`src/hdl/coapscan_pkg.sv`:
```
// Shared types, constants and helpers for the CoAP option scanner.
// Used by the input register, parser and core in this folder; depends on nothing.
package coapscan_pkg;

  localparam int unsigned HEADER_BYTES_DEF = 4;

  localparam int unsigned HDR_CNT_W = 3;
  localparam int unsigned TOKEN_W   = 4;
  localparam int unsigned EXT_W     = 2;
  localparam int unsigned ACC_W     = 17;
  localparam int unsigned OPTNUM_W  = 20;
  localparam int unsigned TARGET_W  = 16;

  localparam logic [TARGET_W-1:0] TARGET_RESET = 16'd9;
  localparam logic [OPTNUM_W-1:0] OPTNUM_MAX   = 20'hFFFFF;

  localparam logic [3:0]       NIB_END   = 4'hF;
  localparam logic [3:0]       NIB_EXT1  = 4'd13;
  localparam logic [3:0]       NIB_EXT2  = 4'd14;
  localparam logic [ACC_W-1:0] ACC_EXT1  = 17'd13;
  localparam logic [ACC_W-1:0] ACC_EXT2  = 17'd14;
  localparam logic [ACC_W-1:0] ACC_BASE2 = 17'd269;   // 14 + 255

  localparam logic [EXT_W-1:0] EXT_ONE = 2'd1;
  localparam logic [EXT_W-1:0] EXT_TWO = 2'd2;

  typedef enum logic [6:0] {
    PH_HEADER = 7'b0000001,
    PH_TOKEN  = 7'b0000010,
    PH_OPT    = 7'b0000100,
    PH_DEXT   = 7'b0001000,
    PH_LEXT   = 7'b0010000,
    PH_SKIP   = 7'b0100000,
    PH_DONE   = 7'b1000000
  } phase_t;

  // One byte leaving the input register towards the parser.
  typedef struct packed {
    logic       fire;
    logic [7:0] data;
    logic       last;
  } step_t;

  // Adds an extension byte: the first of two is the high byte.
  function automatic logic [ACC_W-1:0] ext_add(input logic [ACC_W-1:0] acc,
                                               input logic [7:0]       b,
                                               input logic [EXT_W-1:0] cnt);
    logic [ACC_W-1:0] addend;
    addend = (cnt == EXT_TWO) ? {1'b0, b, 8'h00} : {9'h000, b};
    return acc + addend;
  endfunction

endpackage

```
`src/hdl/coapscan_in_reg.sv`:
```
// Input register of the CoAP option scanner: holds one message byte.
// Depends on coapscan_pkg for the step_t struct.
module coapscan_in_reg (
  input  logic                 clk,
  input  logic                 rst,
  input  logic                 s_axis_tvalid,
  output logic                 s_axis_tready,
  input  logic [7:0]           s_axis_tdata,   // [7:0] msg_byte
  input  logic                 s_axis_tlast,
  input  logic                 out_free,
  output coapscan_pkg::step_t  step
);
  import coapscan_pkg::*;

  logic       valid;
  logic [7:0] data;
  logic       last;
  logic       advance;

  // A byte that closes a message needs room in the result register.
  assign advance       = valid && (!last || out_free);
  assign s_axis_tready = !valid || advance;

  always_ff @(posedge clk) begin
    if (rst) begin
      valid <= 1'b0;
    end else if (s_axis_tready) begin
      valid <= s_axis_tvalid;
    end
  end

  always_ff @(posedge clk) begin
    if (s_axis_tvalid && s_axis_tready) begin
      data <= s_axis_tdata;
      last <= s_axis_tlast;
    end
  end

  assign step.fire = advance;
  assign step.data = data;
  assign step.last = last;

endmodule

```
`src/hdl/coapscan_parser.sv`:
```
// Parse state and next-state logic of the CoAP option scanner.
// Depends on coapscan_pkg for phase codes, widths and ext_add.
module coapscan_parser #(
  parameter int unsigned HEADER_BYTES = coapscan_pkg::HEADER_BYTES_DEF
) (
  input  logic                                 clk,
  input  logic                                 rst,
  input  coapscan_pkg::step_t                  step,
  input  logic [coapscan_pkg::TARGET_W-1:0]    target_option,
  output logic                                 hit_next
);
  import coapscan_pkg::*;

  localparam logic [HDR_CNT_W:0] HdrLimit = (HDR_CNT_W+1)'(HEADER_BYTES);

  phase_t                phase,         phase_next;
  logic [HDR_CNT_W-1:0]  header_count,  header_count_next;
  logic [TOKEN_W-1:0]    token_left,    token_left_next;
  logic [EXT_W-1:0]      ext_count,     ext_count_next;
  logic [ACC_W-1:0]      delta_accum,   delta_accum_next;
  logic [ACC_W-1:0]      length_accum,  length_accum_next;
  logic [OPTNUM_W-1:0]   opt_num,       opt_num_next;
  logic [ACC_W-1:0]      skip_left,     skip_left_next;
  logic                  hit;

  always_comb begin
    logic              do_len;
    logic              do_fin;
    logic [OPTNUM_W:0] sum;
    phase_next         = phase;
    header_count_next  = header_count;
    token_left_next    = token_left;
    ext_count_next     = ext_count;
    delta_accum_next   = delta_accum;
    length_accum_next  = length_accum;
    opt_num_next       = opt_num;
    skip_left_next     = skip_left;
    hit_next           = hit;
    do_len             = 1'b0;
    do_fin             = 1'b0;
    sum                = '0;

    unique case (phase)
      PH_HEADER: begin
        if (header_count == '0) begin
          token_left_next = step.data[3:0];
        end
        header_count_next = header_count + 1'b1;
        if (header_count_next == '0 || {1'b0, header_count_next} >= HdrLimit) begin
          phase_next = (token_left_next != '0) ? PH_TOKEN : PH_OPT;
        end
      end
      PH_TOKEN: begin
        token_left_next = token_left - 1'b1;
        if (token_left_next == '0) begin
          phase_next = PH_OPT;
        end
      end
      PH_OPT: begin
        if (step.data[7:4] == NIB_END) begin
          phase_next = PH_DONE;
        end else begin
          delta_accum_next  = {13'h0000, step.data[7:4]};
          length_accum_next = {13'h0000, step.data[3:0]};
          if (step.data[7:4] == NIB_EXT1) begin
            ext_count_next = EXT_ONE;
            phase_next     = PH_DEXT;
          end else if (step.data[7:4] == NIB_EXT2) begin
            delta_accum_next = ACC_BASE2;
            ext_count_next   = EXT_TWO;
            phase_next       = PH_DEXT;
          end else begin
            do_len = 1'b1;
          end
        end
      end
      PH_DEXT: begin
        delta_accum_next = ext_add(delta_accum, step.data, ext_count);
        ext_count_next   = ext_count - 1'b1;
        if (ext_count_next == '0) begin
          do_len = 1'b1;
        end
      end
      PH_LEXT: begin
        length_accum_next = ext_add(length_accum, step.data, ext_count);
        ext_count_next    = ext_count - 1'b1;
        if (ext_count_next == '0) begin
          do_fin = 1'b1;
        end
      end
      PH_SKIP: begin
        skip_left_next = skip_left - 1'b1;
        if (skip_left_next == '0) begin
          phase_next = PH_OPT;
        end
      end
      PH_DONE: begin
        phase_next = PH_DONE;
      end
      default: begin
        phase_next = PH_DONE;
      end
    endcase

    if (do_len) begin
      if (length_accum_next == ACC_EXT1) begin
        ext_count_next = EXT_ONE;
        phase_next     = PH_LEXT;
      end else if (length_accum_next == ACC_EXT2) begin
        length_accum_next = ACC_BASE2;
        ext_count_next    = EXT_TWO;
        phase_next        = PH_LEXT;
      end else begin
        do_fin = 1'b1;
      end
    end

    // Close the option: add the delta, saturating, and test for the target.
    if (do_fin) begin
      sum = {1'b0, opt_num} + {4'h0, delta_accum_next};
      opt_num_next = sum[OPTNUM_W] ? OPTNUM_MAX : sum[OPTNUM_W-1:0];
      if (opt_num_next == {4'h0, target_option}) begin
        hit_next   = 1'b1;
        phase_next = PH_DONE;
      end else begin
        skip_left_next = length_accum_next;
        phase_next     = (length_accum_next != '0) ? PH_SKIP : PH_OPT;
      end
    end
  end

  always_ff @(posedge clk) begin
    if (rst || (step.fire && step.last)) begin
      phase         <= PH_HEADER;
      header_count  <= '0;
      token_left    <= '0;
      ext_count     <= '0;
      delta_accum   <= '0;
      length_accum  <= '0;
      opt_num       <= '0;
      skip_left     <= '0;
      hit           <= 1'b0;
    end else if (step.fire) begin
      phase         <= phase_next;
      header_count  <= header_count_next;
      token_left    <= token_left_next;
      ext_count     <= ext_count_next;
      delta_accum   <= delta_accum_next;
      length_accum  <= length_accum_next;
      opt_num       <= opt_num_next;
      skip_left     <= skip_left_next;
      hit           <= hit_next;
    end
  end

endmodule

```
`src/hdl/coapscan_out_reg.sv`:
```
// Result register of the CoAP option scanner: holds one found flag.
// Depends on nothing beyond its ports.
module coapscan_out_reg (
  input  logic       clk,
  input  logic       rst,
  input  logic       load,
  input  logic       found,
  output logic       out_free,
  output logic       m_axis_tvalid,
  input  logic       m_axis_tready,
  output logic [7:0] m_axis_tdata   // [0] found, [7:1] zero
);

  logic held;

  assign out_free = !m_axis_tvalid || m_axis_tready;

  always_ff @(posedge clk) begin
    if (rst) begin
      m_axis_tvalid <= 1'b0;
    end else if (out_free) begin
      m_axis_tvalid <= load;
    end
  end

  always_ff @(posedge clk) begin
    if (load && out_free) begin
      held <= found;
    end
  end

  assign m_axis_tdata = {7'h00, held};

endmodule

```
`src/hdl/coap_option_scanner_core.sv`:
```
// CoAP option scanner for UDP messages, one message byte per request.
// Input channel (s_axis): tdata[7:0] is the message byte, tlast marks the
// final byte of the message. Output channel (m_axis): one request per
// message, tdata[0] = 1 when the target option number was met before a
// payload marker or the end. Configuration channel (cfg): writes the
// 16-bit target option number, reset value 9; write it only when idle.
// Throughput is one byte per cycle unless a last byte waits for a stalled
// result. A byte passes through an input register and the parse logic into
// the result register, which offers the result request once the last byte
// has left the input register. If the receiver stalls while a result is
// held, bytes keep flowing until the next last byte, which waits in the
// input register; then tready drops. Synchronous reset clears the parse
// state and both registers and sets the target option to its reset value 9.
module coap_option_scanner_core #(
  parameter int unsigned HEADER_BYTES = coapscan_pkg::HEADER_BYTES_DEF
) (
  input  logic                               clk,
  input  logic                               rst,
  input  logic                               s_axis_tvalid,
  output logic                               s_axis_tready,
  input  logic [7:0]                         s_axis_tdata,   // [7:0] msg_byte
  input  logic                               s_axis_tlast,   // last_byte
  output logic                               m_axis_tvalid,
  input  logic                               m_axis_tready,
  output logic [7:0]                         m_axis_tdata,   // [0] found, [7:1] zero
  input  logic                               cfg_valid,
  output logic                               cfg_ready,
  input  logic [coapscan_pkg::TARGET_W-1:0]  cfg_target_option
);
  import coapscan_pkg::*;

  step_t               step;
  logic                out_free;
  logic                hit_next;
  logic [TARGET_W-1:0] target_option;

  assign cfg_ready = 1'b1;

  always_ff @(posedge clk) begin
    if (rst) begin
      target_option <= TARGET_RESET;
    end else if (cfg_valid && cfg_ready) begin
      target_option <= cfg_target_option;
    end
  end

  coapscan_in_reg u_in_reg (
    .clk           (clk),
    .rst           (rst),
    .s_axis_tvalid (s_axis_tvalid),
    .s_axis_tready (s_axis_tready),
    .s_axis_tdata  (s_axis_tdata),
    .s_axis_tlast  (s_axis_tlast),
    .out_free      (out_free),
    .step          (step)
  );

  coapscan_parser #(
    .HEADER_BYTES (HEADER_BYTES)
  ) u_parser (
    .clk           (clk),
    .rst           (rst),
    .step          (step),
    .target_option (target_option),
    .hit_next      (hit_next)
  );

  coapscan_out_reg u_out_reg (
    .clk           (clk),
    .rst           (rst),
    .load          (step.fire && step.last),
    .found         (hit_next),
    .out_free      (out_free),
    .m_axis_tvalid (m_axis_tvalid),
    .m_axis_tready (m_axis_tready),
    .m_axis_tdata  (m_axis_tdata)
  );

`ifndef ASSERT_OFF
  // Input back-pressure only comes from a stalled result.
  a_ready_only_on_stall: assert property (@(posedge clk) disable iff (rst)
    !s_axis_tready |-> (m_axis_tvalid && !m_axis_tready))
    else $error("input stalled without a held result");

  // A new result only follows a byte that closed a message.
  a_result_from_last: assert property (@(posedge clk) disable iff (rst)
    (m_axis_tvalid && $past(!m_axis_tvalid || m_axis_tready) && !$past(rst))
      |-> $past(step.fire && step.last))
    else $error("result without a closing byte");

  // A closing byte is never released while the result register is busy.
  a_no_overwrite: assert property (@(posedge clk) disable iff (rst)
    (step.fire && step.last) |-> out_free)
    else $error("result register overwritten");
`endif

endmodule

```
`config.mk`:
```
export PLATFORM = sky130hd
export DESIGN_NAME = coap_option_scanner_core
export DESIGN_NICKNAME = d
export VERILOG_FILES = /design/src/hdl/coapscan_pkg.sv /design/src/hdl/coapscan_in_reg.sv /design/src/hdl/coapscan_parser.sv /design/src/hdl/coapscan_out_reg.sv /design/src/hdl/coap_option_scanner_core.sv
export SDC_FILE = /design/constraint.sdc
export NUM_CORES = 1
export LEC_CHECK = 0
export BUFFER_PORTS_ARGS = -buffer_cell sky130_fd_sc_hd__buf_2
export CORE_MARGIN = 4
export CORE_UTILIZATION = 40
export DETAILED_ROUTE_END_ITERATION = 12
export SLEW_MARGIN = 20
export SYNTH_ARGS = -nofsm -noshare
export SYNTH_HDL_FRONTEND = slang
export SYNTH_SLANG_ARGS = --single-unit
```
`constraint.sdc`:
```
create_clock -name clk -period 7 [get_ports clk]
set_input_delay 1.4 -clock clk [delete_from_list [all_inputs] [get_ports clk]]
set_output_delay 1.4 -clock clk [all_outputs]
set_load 0.02 [all_outputs]
```
Yosys cells after proc, flatten, opt, wreduce, memory -nomap -nowiden
Index checks and enable logic that the tools add are counted.
{"block": "totals", "reg_bits": 116, "wordCells": 109}
{"block": "op_classes", "add_sub_neg": 7, "magnitude_cmp": 1, "eq_ne": 13, "n_mux": 49, "n_reduce_logical": 24}
{"cell": "$mux 17", "n": 9}
{"cell": "$mux 7", "n": 11}
{"cell": "$pmux 17 s2", "n": 2}
{"cell": "$pmux 7 s5", "n": 1}
{"cell": "$add 17x17->17", "n": 2}
{"cell": "$eq 17x4->1 const B", "n": 2}
{"cell": "$add 20x17->21", "n": 1}
{"cell": "$eq 20x16->1", "n": 1}
{"cell": "$mux 20", "n": 1}
{"cell": "$logic_not 17->1", "n": 1}
{"cell": "$reduce_bool 17->1", "n": 1}
{"cell": "$sub 17x1->17 const B", "n": 1}
{"cell": "$mux 16", "n": 1}
{"cell": "$eq 4x4->1 const B", "n": 3}
{"cell": "$mux 2", "n": 6}
{"cell": "$mux 1", "n": 10}
{"cell": "$mux 9", "n": 1}
{"cell": "$mux 4", "n": 2}
{"cell": "$pmux 4 s2", "n": 1}
{"cell": "$eq 7x1->1 const B", "n": 1}
{"cell": "$eq 7x2->1 const B", "n": 1}
{"cell": "$eq 7x3->1 const B", "n": 1}
{"cell": "$eq 7x4->1 const B", "n": 1}
{"cell": "$eq 7x5->1 const B", "n": 1}
{"cell": "other kinds (20)", "n": 32}

Depth between registers and ports, before layout
Gate-level depths: netlist of the first run.
{"block": "logic_depth", "word_depth": 12, "depth_mapped": 33, "depth_no_buf": 28}

Cells and area by module
A second synthesis of the first run with hierarchy kept.
{"block": "unflattened", "hier_cells": 1235, "hier_area_um2": 9375.2}
{"mod": "coapscan_parser", "n_inst": 1, "cells_each": 1147, "area_per_inst_um2": 8267.9, "seq_area_each_um2": 1761.7}
{"mod": "coap_option_scanner_core", "n_inst": 1, "cells_each": 55, "area_per_inst_um2": 600.6, "seq_area_each_um2": 320.3}
{"mod": "coapscan_in_reg", "n_inst": 1, "cells_each": 18, "area_per_inst_um2": 357.8, "seq_area_each_um2": 290.3}
{"mod": "coapscan_out_reg", "n_inst": 1, "cells_each": 15, "area_per_inst_um2": 148.9, "seq_area_each_um2": 50.0}

Worst setup path after synthesis of the first run
OpenSTA, ideal clock, no wires.
{"block": "synth_timing", "path_type": "reg-to-reg", "start": "register u_parser.ext_count[0]", "end": "register u_parser.skip_left[5]", "arrival_time_ns": 6.774, "setup_slack_ns": 0.109, "stages_incl_launch_ff": 33, "n_path_buf": 4, "synth_period_minus_slack_ns": 6.891, "cell_sequence": "dfxtp_1 inv_1 ha_1 buf_4 clkbuf_1 nor2_1 ha_1 ha_1 o21a_1 maj3_2 o31a_1 a21o_1 maj3_2 a221o_1 or4_1 nand2_1 xor2_1 o21ai_0 ha_1 o21ai_0 nor2_1 or2_2 a21oi_1 nand2_2 and4b_1 or3_1 a2111oi_0 nand4_1 nand2_2 buf_6 buf_4 mux2i_1 nand2_1"}
{"block": "synth_via", "elab_cells_between_ends": 24, "classes_between": "4 x add/sub; 4 x eq/ne; 15 x mux; 1 x reduce/logical"}
{"item": "start: declaration", "line_no": "coapscan_parser.sv:19", "rtl": "logic [EXT_W-1:0] ext_count, ext_count_next;"}
{"item": "start signal: assignment", "line_no": "coapscan_parser.sv:147", "rtl": "ext_count <= ext_count_next;"}
{"item": "$eq 2x2->1", "line_no": "coapscan_pkg.sv:49", "rtl": "addend = (cnt == EXT_TWO) ? {1'b0, b, 8'h00} : {9'h000, b};"}
{"item": "$mux 16", "line_no": "coapscan_pkg.sv:49"}
{"item": "$add 17x17->17", "line_no": "coapscan_pkg.sv:50", "rtl": "return acc + addend;"}
{"item": "$pmux 17 s2", "line_no": "coapscan_parser.sv:43", "rtl": "unique case (phase)"}
{"item": "named net u_parser.delta_accum_next[14]", "line_no": "coapscan_parser.sv:20", "rtl": "logic [ACC_W-1:0] delta_accum, delta_accum_next;"}
{"item": "$add 20x17->21", "line_no": "coapscan_parser.sv:120", "rtl": "sum = {1'b0, opt_num} + {4'h0, delta_accum_next};"}
{"item": "$mux 20", "line_no": "coapscan_parser.sv:121", "rtl": "opt_num_next = sum[OPTNUM_W] ? OPTNUM_MAX : sum[OPTNUM_W-1:0];"}
{"item": "$eq 20x16->1", "line_no": "coapscan_parser.sv:122", "rtl": "if (opt_num_next == {4'h0, target_option}) begin"}
{"item": "$mux 17", "line_no": "coapscan_parser.sv:122"}
{"item": "$mux 17", "line_no": "coapscan_parser.sv:119", "rtl": "if (do_fin) begin"}
{"item": "end signal: assignment", "line_no": "coapscan_parser.sv:151", "rtl": "skip_left <= skip_left_next;"}
{"item": "end: declaration", "line_no": "coapscan_parser.sv:23", "rtl": "logic [ACC_W-1:0] skip_left, skip_left_next;"}
The timed path passes the listed nets, and every way through them passes these cells.
A chain may end at the register's enable or synchronous reset.

Worst setup path after layout of the first run
{"block": "layout_timing", "start": "register u_parser.ext_count[0]", "end": "register u_parser.skip_left[10]"}
The elaborated chain is that of the path after synthesis.

==> metrics.sh, run 1 <==
RUN_STATUS='complete, no violations'
CLK_PIN_SLEW_PS=60
GRT_PASS1_WL_UM=45000
VIA_COUNT_OF_THE_FIRST_GLOBAL_ROUTING_PASS=8575
SYNTH_TOP_CELL_BY_AREA='sky130_fd_sc_hd__dfxtp_1'
CTS_MADE_BUFFERS=17
DIEWIDTH_UM=160
INITIAL_CORE_UTIL=0.409
FMAXACHIEVABLE_MHz=149
ASYNC_FLOP_SHARE=0
HOLDWS_PS=464
FINAL_PERIOD_MINUS_WORST_SETUP_SLACK_PS=6690
VDD.IR_DROP.WORST_uV=118
WORST_SLEW_MARGIN_REL=0.416
CRIT_PATH_MAX_INCR_DELAY_PS=440
ANT_NETS=0
SYNTH.DISTINCT_CELLS=91
GRT_REMAINING_OVERFLOW=0
TIMING.FINAL.MAX_SLEW_VIOLATIONS=0
CHIPHEIGHT_UM=160
POWER_LEAKAGE_nW=3.99
FINALWEIGHTEDCONGESTION=0.898
SYN2LAYOUT_AREA_GROWTH_PCT=10.8
CRIT_PATH_TOP_DELAY_CELL='sky130_fd_sc_hd__or4_1'
DPL_WORST_SLACK_PS=192
WORSTHOLDPATHTYPE='reg2reg'
MOST_COMMON_FLOP_CELL_MAPPED_BY_YOSYS='sky130_fd_sc_hd__dfxtp_1'
CLOCKROOTBUFFER='sky130_fd_sc_hd__clkbuf_16'
TIMING.CRITICAL_PATH.REQUIRED_PS=7370
VIAS_PER_CELL=5.98
SYN_AREA_UM2=9290
N_ANTENNA_CELL=0
HPWL_UM=19800
WORSTPATHMAXFANOUT=27
DIE-AREA_UM2=25700
DESIGN.FINAL.NETS=1300
SETUP-VIOLATIONS-FINAL=0
POST-ROUTE-WORST-SETUP-SLACK_PS=309
CTSLONGESTPATHBUFFERS=2
PIN_COUNT_OF_THE_BIGGEST_NET_ENTERING_GLOBAL_ROUTING=70
TOTAL_COUNT_OF_HOLD_CHECK_FAILURES_IN_THE_FINAL_REPORT=0
DRTPASS1ITERATIONS=5
GRT_ANTENNA_BEFORE_REPAIR=0
POSTCTSHOLDBUFS=0
ROUTED_WL_UM=27500
TIMING.CRITICAL_PATH.MODE_CELL='sky130_fd_sc_hd__ha_1'
CLOCK_TREE_FROM_TRITONCTS='built'
SYNTHTOPCELLSBYAREA='sky130_fd_sc_hd__dfxtp_1 23%, sky130_fd_sc_hd__nor2_1 6.6%, sky130_fd_sc_hd__ha_1 6.2%'
ROUTEDWLPERCELL_UM=18.1
LAYOUT-DRIVE-GT1-SHARE=0.107
SYNTHTOPCELLSBYCOUNT='164 x sky130_fd_sc_hd__nor2_1, 106 x sky130_fd_sc_hd__dfxtp_1, 105 x sky130_fd_sc_hd__nand2_1'
FILLER_CELL_COUNT=2313
FP.COREAREA_UM2=22700
WORST_EP_ARRIVAL_TIME_PS=7060
SYNTHESIS.YOSYS.WARNINGS=0
CLOCK_SINK_COUNT=116
ROUTE.VIAS.TOTAL=9103
PATH_CLASS='reg2reg'
DETAIL_ROUTE.DRC_VIOLATIONS=0
SYNTH.AVG_CELL_AREA_UM2=7.55
PLACEMENT.IO_BUFFERS=32
REG2REGPATHDEPTH=30
CLOCK_LATENCY_PS=430
SYNTH.FF_LATCH_COUNT=116
TIMING.CLOCK.SKEW_PS=10.9
WORSTSETUPENDPOINTTYPE='flop'
MAX_CAPACITANCE_VIOLATION_COUNT=0
SYNTHDOMINANTCELLAREASHARE=0.229
NUMBER_OF_H_TREE_BRANCHING_LEVELS=4
SYNTH.YOSYS.SEQ_AREA_SHARE=0.261
SYNTHCELLS=1230
WORSTMARGINPINSLEW_PS=865
FIN_CRIT_SHARE=0.956
CELL_ROWS=55
FIN_UTIL=0.453
MIN_DELAY_PATH_DEPTH=2
CELLPOWERDENSITY_nW_PER_UM2=178
DRT_ITER0_DRC=670
PIN_COUNT=41
GROUTE.USAGE.OVERALL=0.212
POST-CTS-SETUP-BUFFERS=0
COUNT_OF_FLIP_FLOPS_WITH_A_BUILT_IN_ENABLE_AFTER_SYNTHESIS=10
CRITPATHLAUNCHTYPE='flop'
SYNTHMOSTINSTANTIATEDCELL='sky130_fd_sc_hd__nor2_1'
==> flip-flops by register name, indices dropped and copies added (netlist names) <==
signal,flops
u_parser.skip_left,17
u_in_reg.last,1
u_out_reg.m_axis_tvalid,1
u_parser.header_count,3
u_in_reg.data,8
target_option,16
u_parser.length_accum,17
u_in_reg.valid,1
u_parser.token_left,4
u_parser.opt_num,20
u_parser.phase,7
u_out_reg.held,1
u_parser.ext_count,2
u_parser.hit,1
u_parser.delta_accum,17
==> repair_timing <==
action | in CTS | in global routing
hold endpoints to repair | 0 | 0
setup endpoints to repair | 0 | 22
gates resized for setup | 0 | 21
==> area by class of cell <==
cell class / count / area, µm² / share of cell area
Inverter: 42 / 158 / 0.0153
Multi-Input combinational cell: 988 / 6410 / 0.623
Sequential cell: 116 / 2420 / 0.235
Timing Repair Buffer: 58 / 375 / 0.0365
Tap cell: 285 / 357 / 0.0347
Clock buffer: 24 / 493 / 0.0479
Clock inverter: 8 / 75.1 / 0.00730
==> layer usage <==
metal  wire [µm]  track usage  up-vias
met5           0            0        -
met4         653       0.0774        0
met3        1330       0.0328       48
met2       13000        0.355      278
li1            -            -     4528
met1       12600        0.279     4249
==> cell families (layout without fill, tap and decap cells) <==
kind of cell	Yosys count	count (layout)	synth area share
and+or+nand+nor	466	466	0.240
AOI/OAI and AO/OA	370	370	0.273
buffers and inverters	132	132	0.0608
DFF	116	116	0.261
xor gates and xnor gates	59	59	0.0579
adders and majority gates	57	57	0.0752
muxes	28	28	0.0307
other	2	8	0.000809
==> worst max-delay path: cells and delay by family, from the launching register on <==
kind / cells / cell delay, ps
compound gates: 10 / 2420
flops: 1 / 300
simple gates: 10 / 1650
buf+inv: 4 / 610
fa+ha+maj: 6 / 1640
==> power breakdown <==
| group | total, mW | internal (mW) | switching, mW | leakage (nW) |
|---|---|---|---|---|
| registers | 0.720 | 0.693 | 0.0276 | 0.959 |
| logic | 0.255 | 0.0948 | 0.160 | 2.75 |
| clock network | 0.856 | 0.526 | 0.329 | 0.279 |
| total | 1.83 | 1.31 | 0.517 | 3.99 |
==> cell usage in the layout (no fill, tap or decap), drive strengths merged, types with 8 or more instances in the layout <==
master / instances
a211o: 8
a211oi: 27
a21o: 25
a21oi: 75
a311oi: 20
a31oi: 18
a32oi: 8
and2: 17
and3: 15
buf: 58
clkbuf: 24
conb: 8
dfxtp: 106
edfxtp: 10
ha: 46
inv: 42
maj3: 10
mux2i: 24
nand2: 107
nand3: 33
nand4: 14
nor2: 164
nor2b: 12
nor3: 37
nor4: 15
o211ai: 13
o21a: 10
o21ai: 79
o31ai: 12
or3: 14
xnor2: 34
xor2: 24
==> stage by stage <==
| stage | instance area, µm² | total power [mW] | TNS (ps) | cells |
|---|---|---|---|---|
| floorplan | 9310 | 0.914 | 0 | 1236 |
| global placement | 9640 | 0.979 | 0 | 1489 |
| detailed placement | 9640 | 0.981 | 0 | 1489 |
| CTS | 10200 | 1.84 | 0 | 1521 |
| global route | 10300 | 1.91 | -93.1 | 1521 |
| finish | 10300 | 1.83 | 0 | 1521 |
==> final timing paths <==
| path | from | end | slack (ps) |
|---|---|---|---|
| max | u_parser.ext_count[0] | u_parser.skip_left[10] | 310 |
| min | u_parser.hit | u_parser.hit | 460 |
| max reg2reg | u_parser.ext_count[0] | u_parser.skip_left[10] | 310 |
| min reg2reg | u_parser.hit | u_parser.hit | 460 |
No activity file was read; power rests on OpenSTA's default activity.
==> run 2: changes to the inputs <==
--- a/config.mk
+++ b/config.mk
@@ -12,4 +12,5 @@
 export SLEW_MARGIN = 20
 export SYNTH_ARGS = -nofsm -noshare
 export SYNTH_HDL_FRONTEND = slang
+export SYNTH_HIERARCHICAL = 1
 export SYNTH_SLANG_ARGS = --single-unit
==> metrics.sh, run 2 <==
RUN_STATUS='finished with violations'
VIOLATIONS='negative setup slack'
ROUTE.VIAS.TOTAL=9405  # +3.3%
SYNTHCELLS=1235  # +0.41%
DETAIL_ROUTE.DRC_VIOLATIONS=0  # unchanged
WORST_EP_ARRIVAL_TIME_PS=7370  # +310 ps
FINAL-SEQ-AREA_UM2=2420  # +0.10%
CHIPHEIGHT_UM=161  # +0.46%
VIAS_PER_CELL=5.86  # -2.2%
REGISTER_WITH_THE_HIGHEST_FLOP_COUNT='u_parser/opt_num'
FINAL_PERIOD_MINUS_WORST_SETUP_SLACK_PS=7030  # +339 ps
SYNTH.DISTINCT_CELLS=92  # +1.1%
MOSTFREQUENTLAYOUTCELLS='128 x sky130_fd_sc_hd__nor2_1, 115 x sky130_fd_sc_hd__nand2_1, 104 x sky130_fd_sc_hd__dfxtp_1'
SETUP-VIOLATIONS-FINAL=3  # +3
GRT_ANTENNA_BEFORE_REPAIR=0  # unchanged
TIMING.CLOCK.SKEW_PS=10.8  # -0.134 ps
TIMING.CRITICAL_PATH.REQUIRED_PS=7340  # -30 ps
SYNTHTOPCELLSBYAREA='sky130_fd_sc_hd__dfxtp_1 23%, sky130_fd_sc_hd__ha_1 6.1%, sky130_fd_sc_hd__a21oi_1 5.3%'
DRTPASS1ITERATIONS=7  # +2
SYNTH.AVG_CELL_AREA_UM2=7.59  # +0.56%
FILLER_CELL_COUNT=2285  # -1.2%
FP.COREAREA_UM2=22800  # +0.61%
RSZ0062_AT_GRT='true'
WORSTSETUPENDPOINTTYPE='flop'
ROUTED_WL_UM=28500  # +3.5%
PATH_CLASS='reg2reg'
SYNTH_TOP_CELL_BY_AREA='sky130_fd_sc_hd__dfxtp_1'
DRT_ITER0_DRC=613  # -8.5%
ROUTEDWLPERCELL_UM=17.7  # -2.0%
FMAXACHIEVABLE_MHz=142  # -4.8%
DESIGN.FINAL.NETS=1357  # +4.4%
SYNTHESIS.YOSYS.WARNINGS=6  # +6
SYNTH.FF_LATCH_COUNT=116  # unchanged
FIN_CRIT_SHARE=1.00  # +0.0484
SYNTHTOPCELLSBYCOUNT='130 x sky130_fd_sc_hd__nor2_1, 115 x sky130_fd_sc_hd__nand2_1, 106 x sky130_fd_sc_hd__dfxtp_1'
PLACEMENT.IO_BUFFERS=32  # unchanged
MULTI_INPUT_COMB_AREA_UM2=6720  # +4.8%
VDD.IR_DROP.WORST_uV=109  # -7.5%
INITIAL_CORE_UTIL=0.410  # +0.00148
CTSLONGESTPATHBUFFERS=2  # unchanged
DIE-AREA_UM2=26000  # +0.93%
HPWL_UM=21000  # +5.7%
TIMING.FINAL.MAX_SLEW_VIOLATIONS=0  # unchanged
POWER_LEAKAGE_nW=4.38  # +9.8%
CLOCKROOTBUFFER='sky130_fd_sc_hd__clkbuf_16'
MOST_COMMON_FLOP_CELL_MAPPED_BY_YOSYS='sky130_fd_sc_hd__dfxtp_1'
GRT_PASS1_WL_UM=45800  # +1.8%
DPL_WORST_SLACK_PS=-156  # -349 ps
CELL_ROWS=55  # unchanged
GROUTE.USAGE.OVERALL=0.215  # +0.00284
ANT_NETS=0  # unchanged
TIMING.SETUP.TNS_PS=-54.6  # -54.6 ps
VIA_COUNT_OF_THE_FIRST_GLOBAL_ROUTING_PASS=8760  # +2.2%
CLOCK_LATENCY_PS=430  # about the same
NUMBER_OF_H_TREE_BRANCHING_LEVELS=4  # unchanged
SYNTHDOMINANTCELLAREASHARE=0.226  # -0.00220
SYNTH.YOSYS.SEQ_AREA_SHARE=0.258  # -0.00251
SYN2LAYOUT_AREA_GROWTH_PCT=18.3
SYN_AREA_UM2=9380  # +0.97%
WORSTPATHMAXFANOUT=6  # -78%
CTS_MADE_BUFFERS=17  # unchanged
DIEWIDTH_UM=161  # +0.46%
COUNT_OF_FLIP_FLOPS_WITH_A_BUILT_IN_ENABLE_AFTER_SYNTHESIS=10  # unchanged
CRIT_PATH_MAX_INCR_DELAY_PS=490  # +50 ps
FIN_UTIL=0.486  # +0.0326
CRITPATHLAUNCHTYPE='flop'
POWER.TOTAL_mW=1.86  # +1.8%
SYNTHMOSTINSTANTIATEDCELL='sky130_fd_sc_hd__nor2_1'
ASYNC_FLOP_SHARE=0  # unchanged
CLOCK_TREE_FROM_TRITONCTS='built'
N_ANTENNA_CELL=0  # unchanged
MAX_CAPACITANCE_VIOLATION_COUNT=0  # unchanged
CLOCK_SINK_COUNT=116  # unchanged
FINALWEIGHTEDCONGESTION=0.884  # -1.5%
CELLPOWERDENSITY_nW_PER_UM2=168  # -5.6%
POSTCTSHOLDBUFS=0  # unchanged
POST-ROUTE-WORST-SETUP-SLACK_PS=-30.0  # -339 ps
CRIT_PATH_TOP_DELAY_CELL='sky130_fd_sc_hd__or4_4'
CLK_PIN_SLEW_PS=60  # about the same
TIMING.CRITICAL_PATH.MODE_CELL='sky130_fd_sc_hd__ha_4'
WORSTMARGINPINSLEW_PS=994  # +129 ps
LARGEST_REGISTER_FFS=20  # unchanged
LAYOUT.CELLS.MOST_COMMON='sky130_fd_sc_hd__nor2_1'
WORSTHOLDPATHTYPE='reg2reg'
GRT_REMAINING_OVERFLOW=0  # unchanged
PIN_COUNT_OF_THE_BIGGEST_NET_ENTERING_GLOBAL_ROUTING=56  # -20%
TOTAL_COUNT_OF_HOLD_CHECK_FAILURES_IN_THE_FINAL_REPORT=0  # unchanged
LAYOUT-DRIVE-GT1-SHARE=0.183  # +0.0765
WORST_SLEW_MARGIN_REL=0.320  # -0.0952
PIN_COUNT=41  # unchanged
==> run 2: cell count changes in the layout (fill, tap and decap cells not counted), moves of 11 or more <==
cell and delta:
sky130_fd_sc_hd__a211oi_1 -11, sky130_fd_sc_hd__a21oi_1 +14, sky130_fd_sc_hd__a21oi_2 +12, sky130_fd_sc_hd__a31oi_1 +19
sky130_fd_sc_hd__buf_4 +55, sky130_fd_sc_hd__nand2_1 +11, sky130_fd_sc_hd__nor2_1 -34, sky130_fd_sc_hd__o21ai_0 -15
==> run 2: stage by stage <==
step                      instance area, µm²  hold WS [ps]  std cells
after floorplan                         9510           430       1241
after global placement                 10200           438       1565
after detailed placement               10200           446       1565
after CTS                              10900           460       1600
after global routing                   11100           458       1606
final                                  11100           443       1606
==> run 2: final timing paths <==
| check | startpoint | cells past startpoint | to | slack [ps] |
|---|---|---|---|---|
| worst max-delay path | u_parser/ext_count[0] | 30 | u_parser/skip_left[14] | -30 |
| worst max register to register | u_parser/ext_count[0] | 30 | u_parser/skip_left[14] | -30 |
| worst min register to register | u_parser/hit | 1 | u_parser/hit | 440 |
| worst min-delay path | u_parser/hit | 1 | u_parser/hit | 440 |
==> run 2: critical path: cells and delay by family (launching register included) <==
family                     cells  cell delay, ps
AOI/OAI and AO/OA             11            2110
xor gates and xnor gates       1             140
adders and majority gates      6            1350
buffers and inverters          2             200
DFF                            1             320
and+or+nand+nor               10            2810
==> run 2: logic make-up after synthesis <==
family,count (synthesis),synth area share
flops,116,0.258
xor+xnor,50,0.0482
compound gates,404,0.293
fa+ha+maj,53,0.0699
mux,32,0.0344
simple gates,441,0.231
other cells,2,0.000801
buf+inv,137,0.0643
==> run 2: cell type report <==
class	count	area share
multi-input combinational	988	0.605
sequential	116	0.219
timing repair buffer	112	0.0693
clock buffer	18	0.0406
tap	313	0.0353
clock inverter	14	0.0157
inverter	45	0.0152
==> run 2: timing repair <==
item,in CTS,in global routing
resized for setup,17,38
pin swaps,8,29
endpoints found under the setup margin,18,22
setup buffers,3,8
==> run 2: per-layer routing <==
metal / global-route usage / up-vias / share of wire
li1: - / 4655 / -
met1: 0.281 / 4448 / 0.45
met2: 0.359 / 251 / 0.48
met3: 0.0390 / 51 / 0.045
met4: 0.0741 / 0 / 0.026
met5: 0 / - / 0
==> run 2: where the power goes <==
group | internal (mW) | leakage [nW] | switching, mW
sequential | 0.687 | 0.959 | 0.0202
combinational | 0.0865 | 3.11 | 0.135
clock | 0.584 | 0.302 | 0.352
==> run 3: changes to the inputs <==
--- a/config.mk
+++ b/config.mk
@@ -7,10 +7,9 @@
 export LEC_CHECK = 0
 export BUFFER_PORTS_ARGS = -buffer_cell sky130_fd_sc_hd__buf_2
 export CORE_MARGIN = 4
-export CORE_UTILIZATION = 40
+export CORE_UTILIZATION = 35
 export DETAILED_ROUTE_END_ITERATION = 12
 export SLEW_MARGIN = 20
 export SYNTH_ARGS = -nofsm -noshare
 export SYNTH_HDL_FRONTEND = slang
-export SYNTH_HIERARCHICAL = 1
 export SYNTH_SLANG_ARGS = --single-unit
==> metrics.sh, run 3 (same netlist as run 1, synthesis figures left out) <==
INTERNAL_POWER_mW=1.38  # +1.9%
WORST_EP_ARRIVAL_TIME_PS=6960  # -410 ps
CRITPATHLAUNCHTYPE='flop'
WORSTPATHMAXFANOUT=7  # +1
SYN2LAYOUT_AREA_GROWTH_PCT=11.8
VIAS_PER_CELL=5.84  # -0.25%
CELLPOWERDENSITY_nW_PER_UM2=185  # +9.9%
DRTPASS1ITERATIONS=6  # -1
DESIGN.FINAL.NETS=1298  # -4.3%
DRT_ITER0_DRC=814  # +33%
POST_DP_CELL_AREA_UM2=9690  # -4.6%
REGISTER_WITH_THE_HIGHEST_FLOP_COUNT='u_parser.opt_num'
PATH_CLASS='reg2reg'
LARGEST_REGISTER_FFS=20  # unchanged
TIMING.CLOCK.SKEW_PS=11.0  # +0.216 ps
WORSTMARGINPINSLEW_PS=901  # -92.7 ps
DIEWIDTH_UM=171  # +6.1%
FILLER_CELL_COUNT=2655  # +16%
VDD.IR_DROP.WORST_uV=154  # +41%
CLOCK_TREE_FROM_TRITONCTS='built'
CLOCK_SINK_COUNT=116  # unchanged
PIN_COUNT=41  # unchanged
POWER_FRAC_SEQ=0.376  # -0.003
VIA_COUNT_OF_THE_FIRST_GLOBAL_ROUTING_PASS=8571  # -2.2%
FMAXACHIEVABLE_MHz=151  # +6.2%
ANT_NETS=0  # unchanged
WORST_SLEW_MARGIN_REL=0.391  # +0.0707
CLK_PIN_SLEW_PS=60  # about the same
NUMPLACEDINSTANCES=1537  # -1.8%
POST_LAYOUT_NONFILLER_INSTANCES=1569  # -2.3%
CLOCK_LATENCY_PS=430  # about the same
CRIT_PATH_MAX_INCR_DELAY_PS=430  # -60 ps
DETAIL_ROUTE.DRC_VIOLATIONS=0  # unchanged
ROUTEDWLPERCELL_UM=17.7  # -0.43%
CTS_MADE_BUFFERS=17  # unchanged
GRT_ANTENNA_BEFORE_REPAIR=0  # unchanged
CRIT_PATH_TOP_DELAY_CELL='sky130_fd_sc_hd__or4_1'
CLOCKROOTBUFFER='sky130_fd_sc_hd__clkbuf_16'
GRT_PASS1_WL_UM=45100  # -1.7%
NUMBER_OF_H_TREE_BRANCHING_LEVELS=4  # unchanged
RSZ0062_AT_GRT='false'
P_SW_mW=0.534  # +5.4%
FINAL_PERIOD_MINUS_WORST_SETUP_SLACK_PS=6620  # -413 ps
LAYOUT-DRIVE-GT1-SHARE=0.105  # -0.0779
ROUTE.VIAS.TOTAL=9165  # -2.6%
POWER.SWITCHING_FRACTION=0.279  # +0.00685
PWR-SHARE-COMB=0.132  # +0.013
POWER_LEAKAGE_nW=4.00  # -8.6%
DIE-AREA_UM2=29200  # +13%
LAYOUT.CELLS.MOST_COMMON='sky130_fd_sc_hd__nor2_1'
CELL_ROWS=59  # +7.3%
MAX_CAPACITANCE_VIOLATION_COUNT=0  # unchanged
CHIPHEIGHT_UM=171  # +6.1%
PIN_COUNT_OF_THE_BIGGEST_NET_ENTERING_GLOBAL_ROUTING=69  # +23%
ROUTED_WL_UM=27700  # -2.7%
INITIAL_CORE_UTIL=0.356  # -0.0540
WORSTSETUPENDPOINTTYPE='flop'
POWER_FRAC_CLOCK=0.493  # -0.009
FP.COREAREA_UM2=26100  # +14%
TIMING.SETUP.TNS_PS=0  # +54.6 ps
WORSTHOLDPATHTYPE='reg2reg'
MOSTFREQUENTLAYOUTCELLS='162 x sky130_fd_sc_hd__nor2_1, 106 x sky130_fd_sc_hd__dfxtp_1, 104 x sky130_fd_sc_hd__nand2_1'
CTSLONGESTPATHBUFFERS=2  # unchanged
PLACEMENT.IO_BUFFERS=32  # unchanged
TIMING.FINAL.MAX_SLEW_VIOLATIONS=0  # unchanged
SETUP-VIOLATIONS-FINAL=0  # -3
TOTAL_COUNT_OF_HOLD_CHECK_FAILURES_IN_THE_FINAL_REPORT=0  # unchanged
FINISH.INSTANCE_AREA_UM2=10400  # -6.4%
GRT_REMAINING_OVERFLOW=0  # unchanged
FINALWEIGHTEDCONGESTION=0.916  # +3.7%
GROUTE.USAGE.OVERALL=0.190  # -0.0253
FIN_CRIT_SHARE=0.945  # -0.0590
HPWL_UM=20200  # -3.8%
N_ANTENNA_CELL=0  # unchanged
TIMING.CRITICAL_PATH.MODE_CELL='sky130_fd_sc_hd__ha_1'
TIMING.CRITICAL_PATH.REQUIRED_PS=7340  # about the same
RUN_STATUS='complete, no violations'
==> run 3: worst paths after layout <==
kind	startpoint	endpoint	slack, ps	depth (start not counted)
worst max register to register	u_parser.ext_count[0]	u_parser.skip_left[13]	380	29
worst min register to register	u_parser.hit	u_parser.hit	460	2
worst min-delay path	u_parser.hit	u_parser.hit	460	2
worst max-delay path	u_parser.ext_count[0]	u_parser.skip_left[13]	380	29
==> run 3: cell type report <==
cell class                 count  area [µm²]  area share
sequential                   116        2420       0.233
inverter                      42         158      0.0152
timing repair buffer          56         357      0.0343
clock inverter                 9         115      0.0111
multi-input combinational    988        6390       0.616
clock buffer                  23         520      0.0501
tap                          335         419      0.0404
==> run 3: metal layers <==
layer	GRT usage	part of all wire
met5	0	0
met4	0.0651	0.024
met3	0.0305	0.050
met2	0.315	0.47
met1	0.252	0.45
==> run 3: stage by stage <==
step | total power [mW] | worst slack [ps] | hold slack (ps) | utilization
4_1_cts | 1.93 | 11.3 | 464 | 0.396
5_1_grt | 2.00 | 5.61 | 512 | 0.398
2_1_floorplan | 0.914 | 109 | 429 | -
3_3_place_gp | 0.979 | 143 | 442 | 0.372
6_report | 1.92 | 383 | 461 | 0.398
3_5_place_dp | 0.981 | 41.2 | 452 | 0.372
==> run 3: what timing repair did <==
action / in CTS / in global routing
hold buffers: 0 / 0
buffers inserted: 0 / 0
endpoints found under the setup margin: 0 / 21
gates resized for setup: 0 / 17
==> run 3: critical path: cells and delay by family (launching register included) <==
kind | cells | cell delay [ps]
AOI/OAI and AO/OA | 13 | 2780
adders and majority gates | 6 | 1580
and+or+nand+nor | 7 | 1200
muxes | 1 | 340
DFF | 1 | 310
buffers and inverters | 2 | 290
==> run 3: power groups by stage <==
stage | logic [mW] | clock network [mW] | registers (mW)
2_1_floorplan | 0.193 | 0 | 0.721
3_3_place_gp | 0.245 | 0 | 0.733
3_5_place_dp | 0.247 | 0 | 0.734
4_1_cts | 0.249 | 0.960 | 0.720
5_1_grt | 0.281 | 0.993 | 0.724
6_report | 0.252 | 0.945 | 0.720
